### src/stq_pkg.sv
package stq_pkg;

  localparam int unsigned TIME_W = 63;
  localparam int unsigned ID_W   = 16;
  localparam int unsigned OP_W   = 2;

  localparam logic [TIME_W-1:0] EMPTY_TIMEOUT = 63'd1073741824000000;

  localparam logic [OP_W-1:0] OP_INSERT  = 2'd0;
  localparam logic [OP_W-1:0] OP_ADVANCE = 2'd1;
  localparam logic [OP_W-1:0] OP_QUERY   = 2'd2;

  typedef enum logic [1:0] {
    EK_ZERO  = 2'd0,
    EK_FULL  = 2'd1,
    EK_FIRE  = 2'd2,
    EK_QUERY = 2'd3
  } emit_kind_e;

  typedef struct packed {
    logic       latch;
    logic       cmp;
    logic       ins;
    logic       pop;
    logic       emit;
    emit_kind_e kind;
  } ctrl_cmd_t;

  typedef struct packed {
    logic [OP_W-1:0] op;
    logic            full;
    logic            due0;
    logic            due1;
    logic            out_free;
  } dp_stat_t;

endpackage

### src/stq_ctrl.sv
module stq_ctrl
  import stq_pkg::*;
(
  input  logic      clk_i,
  input  logic      rst_ni,
  input  logic      in_valid_i,
  output logic      in_stall_o,
  input  dp_stat_t  stat_i,
  output ctrl_cmd_t cmd_o
);

  localparam logic [2:0] S_IDLE = 3'd0;
  localparam logic [2:0] S_DEC  = 3'd1;
  localparam logic [2:0] S_CMP  = 3'd2;
  localparam logic [2:0] S_INS  = 3'd3;
  localparam logic [2:0] S_EMIT = 3'd4;
  localparam logic [2:0] S_ADV  = 3'd5;

  logic [2:0] state_q, state_d;
  emit_kind_e kind_q, kind_d;

  assign in_stall_o = (state_q != S_IDLE);

  always_comb begin
    state_d    = state_q;
    kind_d     = kind_q;
    cmd_o      = '0;
    cmd_o.kind = EK_ZERO;
    case (state_q)
      S_IDLE: begin
        if (in_valid_i) begin
          cmd_o.latch = 1'b1;
          state_d     = S_DEC;
        end
      end
      S_DEC: begin
        case (stat_i.op)
          OP_INSERT: begin
            if (stat_i.full) begin
              kind_d  = EK_FULL;
              state_d = S_EMIT;
            end else begin
              state_d = S_CMP;
            end
          end
          OP_ADVANCE: state_d = S_ADV;
          OP_QUERY: begin
            kind_d  = EK_QUERY;
            state_d = S_EMIT;
          end
          default: begin
            kind_d  = EK_ZERO;
            state_d = S_EMIT;
          end
        endcase
      end
      S_CMP: begin
        cmd_o.cmp = 1'b1;
        state_d   = S_INS;
      end
      S_INS: begin
        cmd_o.ins = 1'b1;
        kind_d    = EK_ZERO;
        state_d   = S_EMIT;
      end
      S_EMIT: begin
        if (stat_i.out_free) begin
          cmd_o.emit = 1'b1;
          cmd_o.kind = kind_q;
          state_d    = S_IDLE;
        end
      end
      S_ADV: begin
        if (stat_i.out_free) begin
          cmd_o.emit = 1'b1;
          if (stat_i.due0) begin
            cmd_o.kind = EK_FIRE;
            cmd_o.pop  = 1'b1;
            if (!stat_i.due1) state_d = S_IDLE;
          end else begin
            cmd_o.kind = EK_ZERO;
            state_d    = S_IDLE;
          end
        end
      end
      default: state_d = S_IDLE;
    endcase
  end

  always_ff @(posedge clk_i or negedge rst_ni) begin
    if (!rst_ni) begin
      state_q <= S_IDLE;
      kind_q  <= EK_ZERO;
    end else begin
      state_q <= state_d;
      kind_q  <= kind_d;
    end
  end

endmodule

### config.mk
export PLATFORM = sky130hd
export DESIGN_NAME = stq_ctrl
export DESIGN_NICKNAME = d
export VERILOG_FILES = /design/src/stq_pkg.sv /design/src/stq_ctrl.sv
export SDC_FILE = /design/constraint.sdc
export NUM_CORES = 1
export LEC_CHECK = 0
export BUFFER_PORTS_ARGS = -buffer_cell sky130_fd_sc_hd__buf_4
export CAP_MARGIN = 20
export CORE_AREA = 2 2 39 41
export CTS_BUF_LIST = sky130_fd_sc_hd__clkbuf_8
export DETAILED_ROUTE_END_ITERATION = 6
export DIE_AREA = 0 0 41 43
export GPL_TIMING_DRIVEN = 0
export PLACE_DENSITY = 0.65
export SLEW_MARGIN = 40
export SYNTH_ARGS = -nofsm -noshare
export SYNTH_HDL_FRONTEND = slang
export SYNTH_SLANG_ARGS = --single-unit
### constraint.sdc
create_clock -name clk_i -period 1 [get_ports clk_i]
set_input_delay 0.2 -clock clk_i [delete_from_list [all_inputs] [get_ports clk_i]]
set_output_delay 0.2 -clock clk_i [all_outputs]
set_load 0.01 [all_outputs]
==> results.json <==
{
  "syn_area_per_cell_sq_um": 8.41,
  "slew_viol_final": 0,
  "area_delta_synth_final_pct": 132,
  "vias_per_cell": 4.90,
  "violations": "setup timing",
  "grt_max_degree": 7,
  "arrival_ps": 1320,
  "clockRootBuffer": "clkbuf_8",
  "cts.htree.levels": 1,
  "diodes": 0,
  "clockBufferDepth": 2,
  "cp-start-kind": "flip-flop",
  "globalplace.congestion": 0.804,
  "synth_fp_nets": 52,
  "overflow": 0,
  "grt_pass1_wl_mm": 1.81,
  "routed_wl_mm": 1.31,
  "synth_warnings": 0,
  "fin_crit_ps": 1520,
  "power_w": 0.00214,
  "final.setup.tns_ps": -4610,
  "start_util_pct": 26.1,
  "port_buffers": 16,
  "crit_chain": "nand2b_4, or2_4, nor3b_4, buf_6",
  "outcome": "finished with violations",
  "hold_viol_final": 0,
  "vias": 456,
  "max_slew_margin_pct": 83.2,
  "cellPowerDensity_nw_per_um2": 2550,
  "synthCells": 43,
  "critPathRequiredTime_ps": 800,
  "wl_per_cell_microns": 14.1,
  "final_util_pct": 60.7,
  "nets": 87,
  "cts_tree": "yes",
  "crit_fanout": 4,
  "netlist_area_sq_um": 362,
  "endpoint_kind": "output port",
  "tightest_slew_ps": 250,
  "clk_pin_slew_worst_paths_ps": 30,
  "seq_area_frac_synth_pct": 34.6,
  "min_period_over_period_pct": 152,
  "fmax_mhz": 659,
  "max_stage_delay_ps": 380,
  "die_x_microns": 41,
  "ys_types": 25,
  "die_area_sq_um": 1760,
  "cpMaxStageDelayCell": "dfrtp_1",
  "die_y_microns": 43,
  "ios": 17,
  "ys_ff_latch": 5,
  "worst_ir_drop_vdd_v": 0.00144,
  "core_sq_um": 1380,
  "drive_above_1_share_pct": 70.1,
  "numCtsBuffers": 3,
  "crit_buf_inv": 1,
  "drc": 0,
  "ant_nets": 0,
  "rrSetupSlack_ps": -280,
  "first_pass_iters": 6,
  "cap_violations": 0,
  "fp-row-count": 14,
  "leakage_nw": 0.391,
  "grt_pass1_vias": 425,
  "hp-class": "input port to flip-flop",
  "insertion_delay_ps": 220,
  "antenna_found_initial": 0,
  "setup_slack_ps": -518,
  "hold_slack_ps": 245,
  "drtIter0Drc": 13,
  "grt_use_total_pct": 15.9,
  "path_class": "flip-flop to output port",
  "finalSetupViolCount": 13,
  "path_delay_family": "simple AND/OR/NAND/NOR gates",
  "cts.sinks": 5,
  "worst_clock_skew_ps": 1.04,
  "rsz0062_at_grt": "true"
}
layout make-up:
class                      instances  area (sq um)
buffer                             2          22.5
clock inverter                     1          3.75
multi-input combinational         33           342
inverter                           3          11.3
sequential                         5           126
clock buffer                       3          41.3
tap                               16          20.0
timing repair buffer              30           273
fill                             120           544
worst register-to-register path: cells and delay by family (launching register included):
kind	cells	cell delay (ps)
DFF	1	380
buffers and inverters	3	360
AOI/OAI and AO/OA	1	270
and+or+nand+nor	2	140
stage by stage:
stage	std cells	worst slack (ps)	instance area [sq um]
floorplan	43	-236	410
global placement	75	-360	551
detailed placement	75	-381	551
CTS	93	-542	782
global route	93	-581	840
finish	93	-518	840
kinds of logic after synthesis:
kind of cell / Yosys count / share of synthesized area (%)
AOI/OAI and AO/OA: 10 / 17.3
buffers and inverters: 5 / 7.61
DFF: 5 / 34.6
muxes: 1 / 2.77
and+or+nand+nor: 22 / 37.7
worst paths after layout:
path,cells after the start,from,endpoint
max in group asynchronous,2,rst_ni,state_q[2]$_DFFE_PN0P_
hold / removal,2,stat_i[4],kind_q[0]$_DFFE_PN0P_
hold reg to reg,1,state_q[2]$_DFFE_PN0P_,state_q[1]$_DFFE_PN0P_
setup reg to reg,6,state_q[1]$_DFFE_PN0P_,state_q[0]$_DFFE_PN0P_
min in group asynchronous,2,rst_ni,kind_q[0]$_DFFE_PN0P_
setup / recovery,4,state_q[1]$_DFFE_PN0P_,cmd_o[0]
layer usage:
layer | part of all wire [%] | vias to the layer above | global-route usage, %
li1 | - | 217 | -
met4 | 1.3 | 0 | 12.0
met1 | 37 | 218 | 16.2
met5 | 0 | - | 0
met3 | 4.2 | 2 | 2.09
met2 | 58 | 19 | 26.9
synth_stat cells:
| library cell | n | area share, % |
|---|---|---|
| nor2_1 | 6 | 6.2 |
| dfrtp_1 | 5 | 35 |
| a21oi_1 | 4 | 5.5 |
| inv_1 | 3 | 3.1 |
| nand2b_1 | 3 | 5.2 |
| nand2_1 | 2 | 2.1 |
| nor2b_1 | 2 | 3.5 |
| a211o_1 | 1 | 2.4 |
| a31oi_1 | 1 | 1.7 |
| and2_1 | 1 | 1.7 |
| and3_1 | 1 | 1.7 |
| buf_2 | 1 | 1.4 |
| buf_6 | 1 | 3.1 |
| mux2i_1 | 1 | 2.8 |
| nor3_1 | 1 | 1.4 |
| nor3b_1 | 1 | 2.1 |
| nor3b_2 | 1 | 3.5 |
| nor4_2 | 1 | 3.5 |
| nor4bb_1 | 1 | 2.8 |
| o21ai_0 | 1 | 1.4 |
| o22ai_1 | 1 | 1.7 |
| o31ai_1 | 1 | 2.1 |
| o41ai_1 | 1 | 2.4 |
| or2_4 | 1 | 2.4 |
| or3_1 | 1 | 1.7 |
flip-flops by register name, summed over array words and instances (netlist names):
signal,count
state_q,3
kind_q,2
where the power goes:
part / leakage [nW] / total [W] / internal (W) / switching [W]
Sequential: 0.0604 / 0.000387 / 0.000292 / 0.0000956
Combinational: 0.304 / 0.00140 / 0.000806 / 0.000593
Clock: 0.0269 / 0.000353 / 0.000262 / 0.0000907
Total: 0.391 / 0.00214 / 0.00136 / 0.000779
placed cells by master, fill, tap and decap left out, types with 2 or more instances in the layout:
| cell | n |
|---|---|
| buf_4 | 17 |
| buf_6 | 14 |
| nor2_4 | 4 |
| dfrtp_1 | 4 |
| inv_1 | 3 |
| a21oi_1 | 3 |
| clkbuf_8 | 3 |
| nand2b_4 | 2 |
| nand2_1 | 2 |
| nor2_1 | 2 |
repair_timing:
| action | in CTS | in global routing |
|---|---|---|
| hold buffers | 1 | 0 |
| buffers inserted | 13 | 0 |
| endpoints found under the setup margin | 13 | 13 |
| pin swaps | 12 | 4 |
| hold endpoints to repair | 5 | 0 |
| gates resized for setup | 19 | 11 |
(Power assumes the default switching activity.)
